## src/design/bdq_pkg.sv

```systemverilog
package bdq_pkg;

  localparam int DEPTH      = 8;
  localparam int DATA_WIDTH = 32;

  localparam int PTR_W   = (DEPTH > 1) ? $clog2(DEPTH) : 1;
  localparam int CNT_W   = $clog2(DEPTH + 1);
  localparam int FIELD_W = 32;
  localparam int COUNT_FIELD_W = 4;

  typedef logic [PTR_W-1:0]      ptr_t;
  typedef logic [CNT_W-1:0]      cnt_t;
  typedef logic [DATA_WIDTH-1:0] data_t;

  typedef enum logic [1:0] {
    MODE_PUSH_FRONT = 2'd0,
    MODE_PUSH_BACK  = 2'd1,
    MODE_POP_FRONT  = 2'd2,
    MODE_POP_BACK   = 2'd3
  } mode_t;

  typedef enum logic [1:0] {
    STATUS_DONE  = 2'd0,
    STATUS_FULL  = 2'd1,
    STATUS_EMPTY = 2'd2
  } status_t;

  // ring index arithmetic, both operands below DEPTH
  function automatic ptr_t ring_add(ptr_t a, ptr_t b);
    logic [PTR_W:0] sum;
    sum = {1'b0, a} + {1'b0, b};
    if (sum >= (PTR_W + 1)'(DEPTH)) begin
      sum = sum - (PTR_W + 1)'(DEPTH);
    end
    return sum[PTR_W-1:0];
  endfunction

  function automatic ptr_t ring_inc(ptr_t a);
    return (a == PTR_W'(DEPTH - 1)) ? '0 : a + PTR_W'(1);
  endfunction

  function automatic ptr_t ring_dec(ptr_t a);
    return (a == '0) ? PTR_W'(DEPTH - 1) : a - PTR_W'(1);
  endfunction

  // sign-extend or truncate a stored entry to the result field
  function automatic logic signed [FIELD_W-1:0] to_field(data_t v);
    return FIELD_W'(signed'(v));
  endfunction

endpackage

```

## src/design/bdq_req_if.sv

```systemverilog
interface bdq_req_if;
  import bdq_pkg::*;

  logic               valid;
  logic               ready;
  mode_t              mode;
  logic signed [31:0] push_value;

  modport source (output valid, output mode, output push_value, input ready);
  modport sink   (input valid, input mode, input push_value, output ready);
endinterface

```

## src/design/bdq_rsp_if.sv

```systemverilog
interface bdq_rsp_if;
  import bdq_pkg::*;

  logic               valid;
  logic               ready;
  status_t            status;
  logic signed [31:0] popped_value;
  logic [3:0]         entry_count;

  modport source (output valid, output status, output popped_value, output entry_count,
                  input ready);
  modport sink   (input valid, input status, input popped_value, input entry_count,
                  output ready);
endinterface

```

## src/design/bdq_ram.sv

```systemverilog
module bdq_ram #(
  parameter int DATA_W = 32,
  parameter int WORDS  = 8
) (
  input  logic                      clk,
  input  logic                      we,
  input  logic [$clog2(WORDS)-1:0]  waddr,
  input  logic [DATA_W-1:0]         wdata,
  input  logic                      re,
  input  logic [$clog2(WORDS)-1:0]  raddr,
  output logic [DATA_W-1:0]         rdata
);

  logic [DATA_W-1:0] mem [WORDS];

  always_ff @(posedge clk) begin
    if (we) begin
      mem[waddr] <= wdata;
    end
    if (re) begin
      rdata <= mem[raddr];
    end
  end

endmodule

```

## src/design/bounded_deque.sv

```systemverilog
// Fixed-capacity double-ended queue of DEPTH entries held as a ring buffer in a
// single RAM with one write and one registered read port. Each request (push front,
// push back, pop front, pop back) gives exactly one response with a status, the
// popped value (zero unless a pop succeeds) and the entry count afterwards. Pointer
// and count update in the cycle a request is taken, so one request per cycle is
// sustained while responses are taken; a response passes the middle stage, alongside
// the RAM read, and then the output register. A stalled response holds the
// pipeline, and the block takes no request while its middle stage cannot drain.
// No clearing pass is needed after reset: only pushed entries are ever read.
module bounded_deque
  import bdq_pkg::*;
(
  input  logic      clk,
  input  logic      rst,
  bdq_req_if.sink   req,
  bdq_rsp_if.source rsp
);

  ptr_t front;
  ptr_t front_next;
  cnt_t count;
  cnt_t count_next;

  logic    s1_valid;
  status_t s1_status;
  cnt_t    s1_count;
  logic    s1_pop;

  logic    accept;
  logic    s1_move;
  logic    full;
  logic    empty;
  status_t status_next;
  logic    pop_ok;
  logic    ram_we;
  ptr_t    ram_waddr;
  logic    ram_re;
  ptr_t    ram_raddr;
  data_t   ram_rdata;
  ptr_t    back_slot;
  ptr_t    last_slot;

  assign s1_move   = s1_valid && (!rsp.valid || rsp.ready);
  assign req.ready = !rst && (!s1_valid || s1_move);
  assign accept    = req.valid && req.ready;

  assign full  = (count == CNT_W'(DEPTH));
  assign empty = (count == '0);

  // count is below DEPTH on a push and above zero on a pop
  assign back_slot = ring_add(front, count[PTR_W-1:0]);
  assign last_slot = ring_add(front, PTR_W'(count - CNT_W'(1)));

  always_comb begin
    front_next  = front;
    count_next  = count;
    status_next = STATUS_DONE;
    pop_ok      = 1'b0;
    ram_we      = 1'b0;
    ram_waddr   = back_slot;
    ram_re      = 1'b0;
    ram_raddr   = front;
    unique case (req.mode)
      MODE_PUSH_FRONT: begin
        if (full) begin
          status_next = STATUS_FULL;
        end else begin
          front_next = ring_dec(front);
          count_next = count + CNT_W'(1);
          ram_we     = accept;
          ram_waddr  = ring_dec(front);
        end
      end
      MODE_PUSH_BACK: begin
        if (full) begin
          status_next = STATUS_FULL;
        end else begin
          count_next = count + CNT_W'(1);
          ram_we     = accept;
          ram_waddr  = back_slot;
        end
      end
      MODE_POP_FRONT: begin
        if (empty) begin
          status_next = STATUS_EMPTY;
        end else begin
          front_next = ring_inc(front);
          count_next = count - CNT_W'(1);
          pop_ok     = 1'b1;
          ram_re     = accept;
          ram_raddr  = front;
        end
      end
      MODE_POP_BACK: begin
        if (empty) begin
          status_next = STATUS_EMPTY;
        end else begin
          count_next = count - CNT_W'(1);
          pop_ok     = 1'b1;
          ram_re     = accept;
          ram_raddr  = last_slot;
        end
      end
      default: begin
        status_next = STATUS_DONE;
      end
    endcase
  end

  bdq_ram #(
    .DATA_W (DATA_WIDTH),
    .WORDS  (DEPTH)
  ) u_ram (
    .clk   (clk),
    .we    (ram_we),
    .waddr (ram_waddr),
    .wdata (DATA_WIDTH'(req.push_value)),
    .re    (ram_re),
    .raddr (ram_raddr),
    .rdata (ram_rdata)
  );

  always_ff @(posedge clk) begin
    if (rst) begin
      front <= '0;
      count <= '0;
    end else if (accept) begin
      front <= front_next;
      count <= count_next;
    end
  end

  // middle stage waits for the ram read data
  always_ff @(posedge clk) begin
    if (rst) begin
      s1_valid <= 1'b0;
    end else if (accept) begin
      s1_valid <= 1'b1;
    end else if (s1_move) begin
      s1_valid <= 1'b0;
    end
  end

  always_ff @(posedge clk) begin
    if (accept) begin
      s1_status <= status_next;
      s1_count  <= count_next;
      s1_pop    <= pop_ok;
    end
  end

  // output register
  always_ff @(posedge clk) begin
    if (rst) begin
      rsp.valid <= 1'b0;
    end else if (s1_move) begin
      rsp.valid <= 1'b1;
    end else if (rsp.ready) begin
      rsp.valid <= 1'b0;
    end
  end

  always_ff @(posedge clk) begin
    if (s1_move) begin
      rsp.status       <= s1_status;
      rsp.entry_count  <= COUNT_FIELD_W'(s1_count);
      rsp.popped_value <= s1_pop ? to_field(ram_rdata) : '0;
    end
  end

endmodule

```

## src/flat_wrapper.sv

```systemverilog
// flat-port wrapper written by rule: the top's interface ports become plain ports
module bounded_deque_flat import bdq_pkg::*;
  (clk, rst, req_valid, req_mode, req_push_value, req_ready, rsp_valid, rsp_status, rsp_popped_value, rsp_entry_count, rsp_ready);
  bdq_req_if req_i ();
  bdq_rsp_if rsp_i ();
  input  logic clk;
  input  logic rst;
  input wire logic [$bits(req_i.valid)-1:0] req_valid;
  input wire logic [$bits(req_i.mode)-1:0] req_mode;
  input wire logic [$bits(req_i.push_value)-1:0] req_push_value;
  output wire logic [$bits(req_i.ready)-1:0] req_ready;
  output wire logic [$bits(rsp_i.valid)-1:0] rsp_valid;
  output wire logic [$bits(rsp_i.status)-1:0] rsp_status;
  output wire logic [$bits(rsp_i.popped_value)-1:0] rsp_popped_value;
  output wire logic [$bits(rsp_i.entry_count)-1:0] rsp_entry_count;
  input wire logic [$bits(rsp_i.ready)-1:0] rsp_ready;
  assign req_i.valid = req_valid;
  assign req_i.mode = req_mode;
  assign req_i.push_value = req_push_value;
  assign req_ready = req_i.ready;
  assign rsp_valid = rsp_i.valid;
  assign rsp_status = rsp_i.status;
  assign rsp_popped_value = rsp_i.popped_value;
  assign rsp_entry_count = rsp_i.entry_count;
  assign rsp_i.ready = rsp_ready;
  bounded_deque u_core (.clk(clk), .rst(rst), .req(req_i), .rsp(rsp_i));
endmodule
```

## config.mk

```make
export PLATFORM = sky130hd
export DESIGN_NAME = bounded_deque_flat
export DESIGN_NICKNAME = d
export VERILOG_FILES = /design/src/design/bdq_pkg.sv /design/src/design/bdq_req_if.sv /design/src/design/bdq_rsp_if.sv /design/src/design/bdq_ram.sv /design/src/design/bounded_deque.sv /design/src/flat_wrapper.sv
export SDC_FILE = /design/constraint.sdc
export NUM_CORES = 1
export LEC_CHECK = 0
export BUFFER_PORTS_ARGS = -buffer_cell sky130_fd_sc_hd__buf_2
export CAP_MARGIN = 5
export CORE_ASPECT_RATIO = 1.2
export CORE_MARGIN = 2
export CORE_UTILIZATION = 40
export CTS_CLUSTER_DIAMETER = 100
export DETAILED_ROUTE_END_ITERATION = 10
export PLACE_DENSITY = 0.58
export SETUP_SLACK_MARGIN = 0.05
export SLEW_MARGIN = 15
export SYNTH_ARGS = -nofsm -noshare
export SYNTH_HDL_FRONTEND = slang
export SYNTH_HIERARCHICAL = 1
export SYNTH_SLANG_ARGS = --single-unit
```

## constraint.sdc

```tcl
create_clock -name clk -period 5 [get_ports clk]
set_input_delay 1 -clock clk [delete_from_list [all_inputs] [get_ports clk]]
set_output_delay 1 -clock clk [all_outputs]
set_load 0.1 [all_outputs]
```

==> results by group, run 1 <==
Global routing
  – Initial antenna violation count: 0
  – Global-route wire length before repair: 37600 um
  – Overflow after GRT: 0
  – GRT Total Usage: 14.6%
  – Number of global-route vias before repair: 6371
  – Largest net degree at the start of global routing: 36

Cells and area
  – Area growth syn-to-layout: 14.9%
  – Nets: 753
  – Post-route cell area: 15200 um^2
  – Share of layout cells above drive strength 1: 28.1%
  – Core Util, Final: 46.9%
  – Final Non-Filler Cells: 1134

Floorplanning
  – Core ar.: 32400 um^2
  – # IOs: 78
  – Die W: 170 um
  – Initial Util: 40.8%
  – Die ar.: 34600 um^2
  – Row count: 72
  – Die Span Y: 203 um

Synth
  – Post-synth top cells: edfxtp_1, mux4_1, mux2_2, and2_1, mux4_2
  – Most common cell in the synthesized netlist: edfxtp_1
  – Post-synth EDFFs: 333
  – Top cell type by total area after synthesis: edfxtp_1
  – Post-Synth Adder-Cell Area: 1.06%
  – Synthesis warning total: 6
  – Async SR Flop Fraction: 0%
  – Largest family of logic cells by synthesized area: multiplexers
  – Post-synthesis sequential area ratio: 76.9%
  – Syn Std Cell Area: 13200 um^2
  – Syn avg cell area: 21.9 um^2
  – Unique masters post-synth: 39
  – Ranking of synthesized cells by area: edfxtp_1, mux4_1, mux4_2, mux2_2, and2_1
  – Synth Area in Simple Gates: 3.31%
  – Synth top area share: 75.6%
  – Ys flop type: edfxtp_1
  – Synth Area in XOR/XNOR: 0.596%
  – Mux cell area share after synthesis: 15.3%
  – Yosys reg bits: 342
  – Net Count, Synth: 652
  – Compound-Gate Fraction of Synth Area: 1.18%
  – Post-Syn Instances: 604

Place
  – Worst slack, placed: 1130 ps
  – DP HPWL: 14400 um
  – RePlAce Congestion: 0.745
  – Cell Count Post-Placement: 1076
  – I/O Buffers: 77
  – Placement Cell Area: 14200 um^2

CTS
  – Root buffer cell: clkbuf_16
  – Post-CTS sizing: 0
  – Num CTS Buffers: 34
  – Clk sinks: 342
  – Hold buffers post-CTS: 0
  – CTS tree: built
  – Setup bufs post-CTS: 0
  – Clk buf depth: 3
  – Htree depth: 2
  – Clock slew at reported path FFs: 60 ps
  – Worst-Skew Late Latency: 510 ps

Drt
  – ANT nets after route: 0
  – DR pass1 iterations: 4
  – Vias per cell: 5.27
  – Vias: 5980
  – WL per Instance: 21.5 um
  – Number of remaining DRC errors: 0
  – Routed WL: 24400 um
  – DRT iter0 DRCs: 287

STA
  – TNS Setup: 0 ps
  – Slew HR: 24.0%
  – Hold Slack: 419 ps
  – Slew Viols, Final: 0
  – Final worst path period need: 3730 ps
  – Final Hold Vio Count: 0
  – Unrepaired setup endpoints after global routing: false
  – Worst Slack Setup Final: 1270 ps
  – Fmax achieved: 268 MHz
  – Period utilization: 74.6%
  – Skew final: 16.2 ps
  – Final setup violating endpoints: 0
  – Worst-margin pin slew: 1140 ps

Power
  – Leak: 5.00 nW
  – Power Total: 6.54 mW
  – Power per cell area: 430 nW/um^2
  – Peak supply drop: 0.183 mV

Worst setup path
  – CP Max Fanout: 32
  – Worst Setup EP: u_core/u_ram/mem[7][12]
  – R2r endpoint: u_core/u_ram/mem[7][12]
  – Reg2reg start: u_core/count[0]
  – WP data arrival: 3850 ps
  – Critical path launch point type: flop
  – R2R depth: 7
  – CP Capture Type: flop
  – Worst Path Required: 5120 ps
  – Setup CP Type: reg -> reg
  – Beginning of the critical path: u_core/count[0]
  – R2R Setup Slk: 1270 ps

Job
  – Max-cap viol count: 0

Run status
  – Status: completed

Worst hold path
  – Hold_sp: u_core/s1_status[0]
  – Worst hold-check path type: reg -> reg
cell usage in the layout, fill, tap and decap left out, types with 2 or more instances in the layout:
cell type and n:
inv_1 12, a211oi_1 4, edfxtp_1 333, mux4_1 40, bufinv_16 2, nand3b_1 2
xor2_1 2, clkinv_1 8, nand2_1 5, a21oi_1 6, nor2_1 15, mux4_2 24
buf_2 77, or3_1 2, o211ai_1 2, ha_1 8, nand2b_1 5, mux2_2 34
nor2b_1 5, clkbuf_1 7, clkbuf_16 35, dfxtp_1 9, and2_1 33, o21ai_0 2
clkbuf_8 2, nor3_2 2, nor2_4 7, mux2i_1 3, xnor2_1 6, buf_4 13
fa_1 2
metal layers:
layer	global-route usage, %	vias up	share of wire [%]
met2	26.2	105	53
met4	4.46	0	2.0
met3	2.41	41	3.2
met1	18.0	3152	41
met5	0	-	0
li1	-	2682	-
how the worst min path moves through the flow:
stage                                 to  slack (ps)  cells past startpoint
4_1_cts        u_core/rsp.entry_count[2]         420                      0
3_5_place_dp   u_core/rsp.entry_count[2]         410                      0
2_1_floorplan  u_core/rsp.entry_count[0]         400                      0
5_1_grt        u_core/rsp.entry_count[1]         430                      0
6_report            u_core/rsp.status[0]         420                      0
3_3_place_gp        u_core/rsp.status[0]         400                      0
power breakdown:
part	leakage, nW	internal, mW	total [mW]	switching (mW)
Combinational	1.39	0.346	0.839	0.494
Sequential	3.10	3.27	3.30	0.0308
Clock	0.503	1.41	2.40	0.989
Total	5.00	5.03	6.54	1.51
state kept, by name (all words and copies together) (netlist names):
name,flops
u_core/rsp.entry_count,4
u_core/s1_status,2
u_core/u_ram/rdata,32
u_core/s1_valid,1
u_core/front,3
u_core/u_ram/mem,256
u_core/rsp.popped_value,32
u_core/count,4
u_core/s1_count,4
u_core/s1_pop,1
u_core/rsp.status,2
u_core/rsp.valid,1
logic make-up after synthesis:
group                    count (synthesis)
AO/OA/AOI/OAI                           22
XOR/XNOR                                 9
adder cells (fa/ha/maj)                 10
buffers and inverters                   38
flip-flops                             342
multiplexers                           103
AND/OR/NAND/NOR                         80
cell type report:
cell class,instances,area [um^2]
fillers,2703,17200
flip-flops and latches,342,10200
multi-input cells,224,2930
clock buffers,44,930
well taps,407,509
repair buffers,91,503
clock inverters,13,111
inverters,12,45.0
diodes,1,2.50
worst max-delay path, stage by stage, from the launching register on:
cell	delay, ps
dfxtp_1	430
inv_1	140
ha_1	310
nor2b_1	190
a211oi_1	580
mux2i_1	540
nand2_1	240
nor2_4	910
(Power assumes the default switching activity.)
==> inputs of run 2 (changes only) <==
- PLACE_DENSITY: 0.58 -> 0.6
- clock period: 5 -> 3.4 ns (I/O delays scaled with it)
==> results by group, run 2 (synthesis gave the netlist of run 1 again) <==
Floorplanning
  – Die W: 170 um (unchanged)
  – Initial Util: 40.8% (unchanged)
  – # IOs: 78 (unchanged)
  – Core ar.: 32400 um^2 (unchanged)
  – Row count: 72 (unchanged)
  – Die ar.: 34600 um^2 (unchanged)
  – Die Span Y: 203 um (unchanged)

CTS
  – Clk sinks: 342 (unchanged)
  – Root buffer cell: clkbuf_16 (unchanged)
  – Clock slew at reported path FFs: 60 ps (about the same)
  – CTS tree: built (unchanged)
  – Htree depth: 1 (was 2)
  – Hold buffers post-CTS: 0 (unchanged)
  – Post-CTS sizing: 0 (unchanged)
  – Setup bufs post-CTS: 0 (unchanged)
  – Worst-Skew Late Latency: 570 ps (was 510 ps)
  – Num CTS Buffers: 31 (was 34)
  – Clk buf depth: 3 (unchanged)

Global routing
  – Initial antenna violation count: 3 (was 0)
  – Largest net degree at the start of global routing: 47 (was 36)
  – Global-route wire length before repair: 37800 um (was 37600 um)
  – GRT Total Usage: 14.5% (was 14.6%)
  – Number of global-route vias before repair: 6550 (was 6371)
  – Overflow after GRT: 0 (unchanged)

Job
  – Max-cap viol count: 0 (unchanged)

Place
  – DP HPWL: 14300 um (was 14400 um)
  – RePlAce Congestion: 0.726 (was 0.745)
  – Cell Count Post-Placement: 1092 (was 1076)
  – I/O Buffers: 77 (unchanged)
  – Worst slack, placed: 265 ps (was 1130 ps)

Cells and area
  – Multi-input gate area in the final layout: 2940 um^2 (was 2930 um^2)
  – Storage cell area: 10200 um^2 (unchanged)
  – Most common cell after layout, fill and taps aside: edfxtp_1 (unchanged)
  – Area growth syn-to-layout: 16.8% (was 14.9%)
  – Largest register FFs: 256 (unchanged)
  – Final Non-Filler Cells: 1151 (was 1134)
  – Share of layout cells above drive strength 1: 29.5% (was 28.1%)
  – Biggest regs: u_core/u_ram/mem x256, u_core/rsp.popped_value x32, u_core/u_ram/rdata x32 (unchanged)
  – Nets: 766 (was 753)
  – Most frequent cells in the layout: edfxtp_1, buf_2, mux4_1, mux2_2, and2_1 (was edfxtp_1, buf_2, mux4_1, clkbuf_16, mux2_2)
  – Number of fill cells in the layout: 2638 (was 2703)
  – Register name with the most flops: u_core/u_ram/mem (unchanged)

STA
  – Final worst path period need: 3140 ps (was 3730 ps)
  – Unrepaired setup endpoints after global routing: false (unchanged)
  – Final Hold Vio Count: 0 (unchanged)
  – Slew HR: 53.6% (was 24.0%)
  – TNS Setup: 0 ps (unchanged)
  – Period utilization: 92.5% (was 74.6%)
  – Fmax achieved: 318 MHz (was 268 MHz)
  – Worst Slack Setup Final: 256 ps (was 1270 ps)
  – Worst-margin pin slew: 696 ps (was 1140 ps)
  – Final setup violating endpoints: 0 (unchanged)
  – Skew final: 14.7 ps (was 16.2 ps)
  – Slew Viols, Final: 0 (unchanged)

Worst setup path
  – CP Max Fanout: 18 (was 32)
  – Worst Path Required: 3710 ps (was 5120 ps)
  – Reg2reg start: u_core/count[0] (unchanged)
  – Critical path launch point type: flop (unchanged)
  – R2R Setup Slk: 260 ps (was 1270 ps)
  – WP data arrival: 3460 ps (was 3850 ps)
  – R2R depth: 10 (was 7)
  – CP Capture Type: flop (unchanged)
  – Setup CP Type: reg -> reg (unchanged)
  – R2r endpoint: u_core/u_ram/rdata[25] (was u_core/u_ram/mem[7][12])

Drt
  – WL per Instance: 21.3 um (was 21.5 um)
  – Routed WL: 24600 um (was 24400 um)
  – DRT iter0 DRCs: 308 (was 287)
  – ANT nets after route: 0 (unchanged)
  – DR pass1 iterations: 4 (unchanged)
  – Vias: 6079 (was 5980)
  – Number of remaining DRC errors: 0 (unchanged)
  – Vias per cell: 5.28 (was 5.27)

Power
  – Power per cell area: 618 nW/um^2 (was 430 nW/um^2)
  – Leak: 5.09 nW (was 5.00 nW)
  – Peak supply drop: 0.361 mV (was 0.183 mV)

Worst hold path
  – Worst hold-check path type: in -> reg (was reg -> reg)
  – Hold_sp: req_push_value[4] (was u_core/s1_status[0])
  – Worst hold stages: 1 (was 0)
  – Hold Crit Endpoint: u_core/u_ram/mem[1][4] (was u_core/rsp.status[0])

Run status
  – Status: completed (unchanged)
==> run 2: power breakdown <==
group	switching (mW)	total, mW	leakage, nW	internal, mW
Sequential	0.0458	4.86	3.10	4.81
Clock	1.43	3.39	0.477	1.95
Combinational	0.742	1.31	1.51	0.567
==> run 2: through the flow <==
| stage | total power [mW] | hold slack [ps] | instance area [um^2] | utilization [%] |
|---|---|---|---|---|
| floorplan | 5.90 | 400 | 13200 | - |
| global placement | 6.23 | 402 | 14500 | 44.6 |
| detailed placement | 6.27 | 407 | 14500 | 44.6 |
| CTS | 9.66 | 346 | 15400 | 47.6 |
| global route | 9.92 | 365 | 15400 | 47.6 |
| finish | 9.55 | 373 | 15400 | 47.6 |
==> run 2: worst max path at each step <==
stage,from,depth (start not counted),slack (ps),to
global route,u_core/count[0],10,120,u_core/u_ram/rdata[31]
detailed placement,u_core/count[0],10,270,u_core/u_ram/rdata[31]
CTS,u_core/count[0],10,240,u_core/u_ram/rdata[31]
floorplan,u_core/count[0],7,-360,u_core/u_ram/mem[3][0]
finish,u_core/count[0],10,260,u_core/u_ram/rdata[25]
global placement,u_core/count[0],10,320,u_core/u_ram/rdata[25]
==> run 2: layout make-up <==
class                           count  share of cell area (%)
Clock inverter                     13                   0.907
Sequential cell                   342                    65.9
Multi-Input combinational cell    224                    19.0
Clock buffer                       45                    5.49
Antenna cell                        1                  0.0162
Tap cell                          407                    3.30
Inverter                           12                   0.292
Timing Repair Buffer              107                    5.09
==> run 2: routing by layer <==
metal	part of all wire, %	track usage (%)	up-vias
li1	-	-	2714
met1	40	17.4	3188
met5	0.073	0	-
met4	1.9	4.30	4
met3	5.2	2.78	35
met2	53	26.4	138
==> run 2: critical path, stage by stage, from the launching register on <==
cell and delay [ps]:
dfxtp_1 440, inv_1 130, ha_1 320, inv_1 80, fa_1 400, xnor2_1 180, nor2_1 90, xnor2_2 260
buf_4 320, mux4_1 380, mux2_2 280
==> inputs of run 3 (changes only) <==
- BUFFER_PORTS_ARGS: -buffer_cell sky130_fd_sc_hd__buf_2 -> unset
- DONT_BUFFER_PORTS: unset -> 1
- PLACE_DENSITY: 0.6 -> 0.58
==> results by group, run 3 (synthesis gave the netlist of run 1 again) <==
Global routing
  – Initial antenna violation count: 0 (was 3)
  – Overflow after GRT: 0 (unchanged)
  – Number of global-route vias before repair: 6239 (was 6550)
  – Largest net degree at the start of global routing: 41 (was 47)
  – GRT Total Usage: 15.3% (was 14.5%)
  – Global-route wire length before repair: 38500 um (was 37800 um)

Cells and area
  – Biggest regs: u_core/u_ram/mem x256, u_core/rsp.popped_value x32, u_core/u_ram/rdata x32 (unchanged)
  – Largest register FFs: 256 (unchanged)
  – Share of layout cells above drive strength 1: 22.7% (was 29.5%)
  – Area growth syn-to-layout: 14.7% (was 16.8%)
  – Storage cell area: 10200 um^2 (unchanged)
  – Register name with the most flops: u_core/u_ram/mem (unchanged)
  – Number of fill cells in the layout: 2657 (was 2638)
  – Most common cell after layout, fill and taps aside: edfxtp_1 (unchanged)
  – Multi-input gate area in the final layout: 2940 um^2 (about the same)
  – Post-route cell area: 15200 um^2 (was 15400 um^2)
  – Nets: 697 (was 766)
  – Most frequent cells in the layout: edfxtp_1, mux4_1, clkbuf_16, mux2_2, and2_1 (was edfxtp_1, buf_2, mux4_1, mux2_2, and2_1)

Drt
  – ANT nets after route: 0 (unchanged)
  – Vias per cell: 5.39 (was 5.28)
  – DRT iter0 DRCs: 359 (was 308)
  – WL per Instance: 23.6 um (was 21.3 um)
  – Routed WL: 25600 um (was 24600 um)
  – Number of remaining DRC errors: 0 (unchanged)
  – DR pass1 iterations: 4 (unchanged)
  – Vias: 5826 (was 6079)

CTS
  – Clk sinks: 342 (unchanged)
  – Htree depth: 2 (was 1)
  – Worst-Skew Late Latency: 530 ps (was 570 ps)
  – Clock slew at reported path FFs: 60 ps (about the same)
  – Num CTS Buffers: 35 (was 31)
  – Hold buffers post-CTS: 0 (unchanged)
  – Post-CTS sizing: 0 (unchanged)
  – Root buffer cell: clkbuf_16 (unchanged)
  – CTS tree: built (unchanged)
  – Setup bufs post-CTS: 0 (unchanged)
  – Clk buf depth: 3 (unchanged)

STA
  – Slew HR: 35.8% (was 53.6%)
  – Final setup violating endpoints: 0 (unchanged)
  – Final Hold Vio Count: 0 (unchanged)
  – Unrepaired setup endpoints after global routing: false (unchanged)
  – Skew final: 24.0 ps (was 14.7 ps)
  – Worst-margin pin slew: 965 ps (was 696 ps)
  – Worst Slack Setup Final: 253 ps (was 256 ps)
  – Period utilization: 92.6% (was 92.5%)
  – Fmax achieved: 318 MHz (about the same)
  – Slew Viols, Final: 0 (unchanged)
  – Final worst path period need: 3150 ps (was 3140 ps)

Worst hold path
  – Worst hold-check path type: in -> reg (unchanged)
  – Worst hold stages: 1 (unchanged)
  – Hold_sp: rst (was req_push_value[4])
  – Hold Crit Endpoint: u_core/rsp.valid (was u_core/u_ram/mem[1][4])

Place
  – I/O Buffers: 0 (was 77)
  – RePlAce Congestion: 0.717 (was 0.726)
  – Worst slack, placed: 199 ps (was 265 ps)
  – DP HPWL: 14400 um (was 14300 um)
  – Placement Cell Area: 14100 um^2 (was 14500 um^2)

Floorplanning
  – Die ar.: 34600 um^2 (unchanged)
  – Core ar.: 32400 um^2 (unchanged)
  – Die Span Y: 203 um (unchanged)
  – Row count: 72 (unchanged)
  – Initial Util: 40.8% (unchanged)
  – # IOs: 78 (unchanged)
  – Die W: 170 um (unchanged)

Worst setup path
  – Top delay family on crit path: adder cells (unchanged)
  – R2r endpoint: u_core/u_ram/rdata[10] (was u_core/u_ram/rdata[25])
  – Critical-path top delay cell: dfxtp_1 (unchanged)
  – Setup CP Type: reg -> reg (unchanged)
  – R2R depth: 10 (unchanged)
  – CP bufs+invs: 3 (unchanged)
  – Critical path launch point type: flop (unchanged)
  – Worst Path Required: 3670 ps (was 3710 ps)
  – R2R Setup Slk: 250 ps (was 260 ps)
  – Reg2reg start: u_core/count[0] (unchanged)
  – Max stage delay on crit path: 440 ps (about the same)
  – Cells along the critical path: inv_1 -> ha_1 -> inv_1 -> fa_1 -> xnor2_1 -> nor2_1 -> xnor2_2 -> buf_12 -> mux4_1 -> mux2_2 (was inv_1 -> ha_1 -> inv_1 -> fa_1 -> xnor2_1 -> nor2_1 -> xnor2_2 -> buf_4 -> mux4_1 -> mux2_2)
  – WP data arrival: 3420 ps (was 3460 ps)
  – CP Capture Type: flop (unchanged)
  – CP Max Fanout: 40 (was 18)
  – Worst path most repeated cell: inv_1 (unchanged)

Job
  – Max-cap viol count: 0 (unchanged)

Power
  – Peak supply drop: 0.291 mV (was 0.361 mV)
  – Leak: 4.85 nW (was 5.09 nW)
  – Power per cell area: 637 nW/um^2 (was 618 nW/um^2)
  – Clk pwr share: 36.7% (was 35.4%)
  – Internal power: 7.39 mW (was 7.33 mW)
  – Flop pwr share: 52.1% (was 50.8%)
  – Logic pwr share: 11.2% (was 13.7%)
  – Switch share: 23.5% (was 23.3%)
  – Psw: 2.27 mW (was 2.22 mW)

Run status
  – Status: completed (unchanged)
## run 3: changes by cell type in the layout (fill, tap and decap cells not counted), moves of 2 or more
| cell | before | now |
|---|---|---|
| buf_2 | 77 | 0 |
| clkbuf_1 | 12 | 9 |
| clkinv_4 | 0 | 2 |
| bufinv_16 | 3 | 1 |
| clkbuf_16 | 31 | 36 |
| buf_4 | 16 | 19 |
| clkbuf_8 | 2 | 0 |
| clkinv_2 | 3 | 6 |
## run 3: worst max path at each step
stage                    start                      to  slack, ps  cells after the start
2_1_floorplan  u_core/count[0]  u_core/u_ram/mem[3][0]       -360                      7
3_3_place_gp   u_core/count[0]  u_core/u_ram/rdata[12]        330                     10
3_5_place_dp   u_core/count[0]  u_core/u_ram/rdata[10]        200                      8
4_1_cts        u_core/count[0]  u_core/u_ram/rdata[10]        180                      8
5_1_grt        u_core/count[0]  u_core/u_ram/rdata[10]         50                     10
6_report       u_core/count[0]  u_core/u_ram/rdata[10]        250                     10
## run 3: power by group through the flow
stage / registers (mW) / logic, mW / clock network [mW]
5_1_grt: 5.05 / 1.17 / 3.83
6_report: 5.03 / 1.08 / 3.55
3_3_place_gp: 5.12 / 1.07 / 0
3_5_place_dp: 5.12 / 1.09 / 0
2_1_floorplan: 5.10 / 0.792 / 0
4_1_cts: 5.04 / 1.09 / 3.66
## run 3: layer usage
layer | up-vias | wire length [um] | GRT usage, % | share of wire, %
li1 | 2582 | - | - | -
met1 | 3090 | 10400 | 18.3 | 41
met2 | 121 | 13500 | 27.0 | 53
met3 | 33 | 1220 | 3.82 | 4.8
met4 | 0 | 470 | 5.16 | 1.8
met5 | - | 0 | 0 | 0
## run 3: cell type report
class,count,area share (%)
Tap cell,407,3.36
Timing Repair Buffer,34,2.92
Multi-Input combinational cell,224,19.4
Inverter,12,0.297
Antenna cell,1,0.0165
Clock inverter,16,0.800
Clock buffer,45,6.16
Sequential cell,342,67.1
## run 3: per-stage QoR
stage          utilization, %  std cells  power [mW]  TNS [ps]  hold WS (ps)
6_report                 46.8       1081        9.66         0           238
5_1_grt                  46.8       1080        10.0         0           216
4_1_cts                  46.7       1078        9.79         0           210
3_5_place_dp             43.5       1017        6.21         0           405
3_3_place_gp             43.5       1017        6.19         0           412
2_1_floorplan               -        604        5.90    -58570           400
## run 3: worst register-to-register path, cell delays in order, from the launching register on
cell,delay (ps)
dfxtp_1,440
inv_1,140
ha_1,320
inv_1,100
fa_1,420
xnor2_1,170
nor2_1,90
xnor2_2,290
buf_12,300
mux4_1,370
mux2_2,280
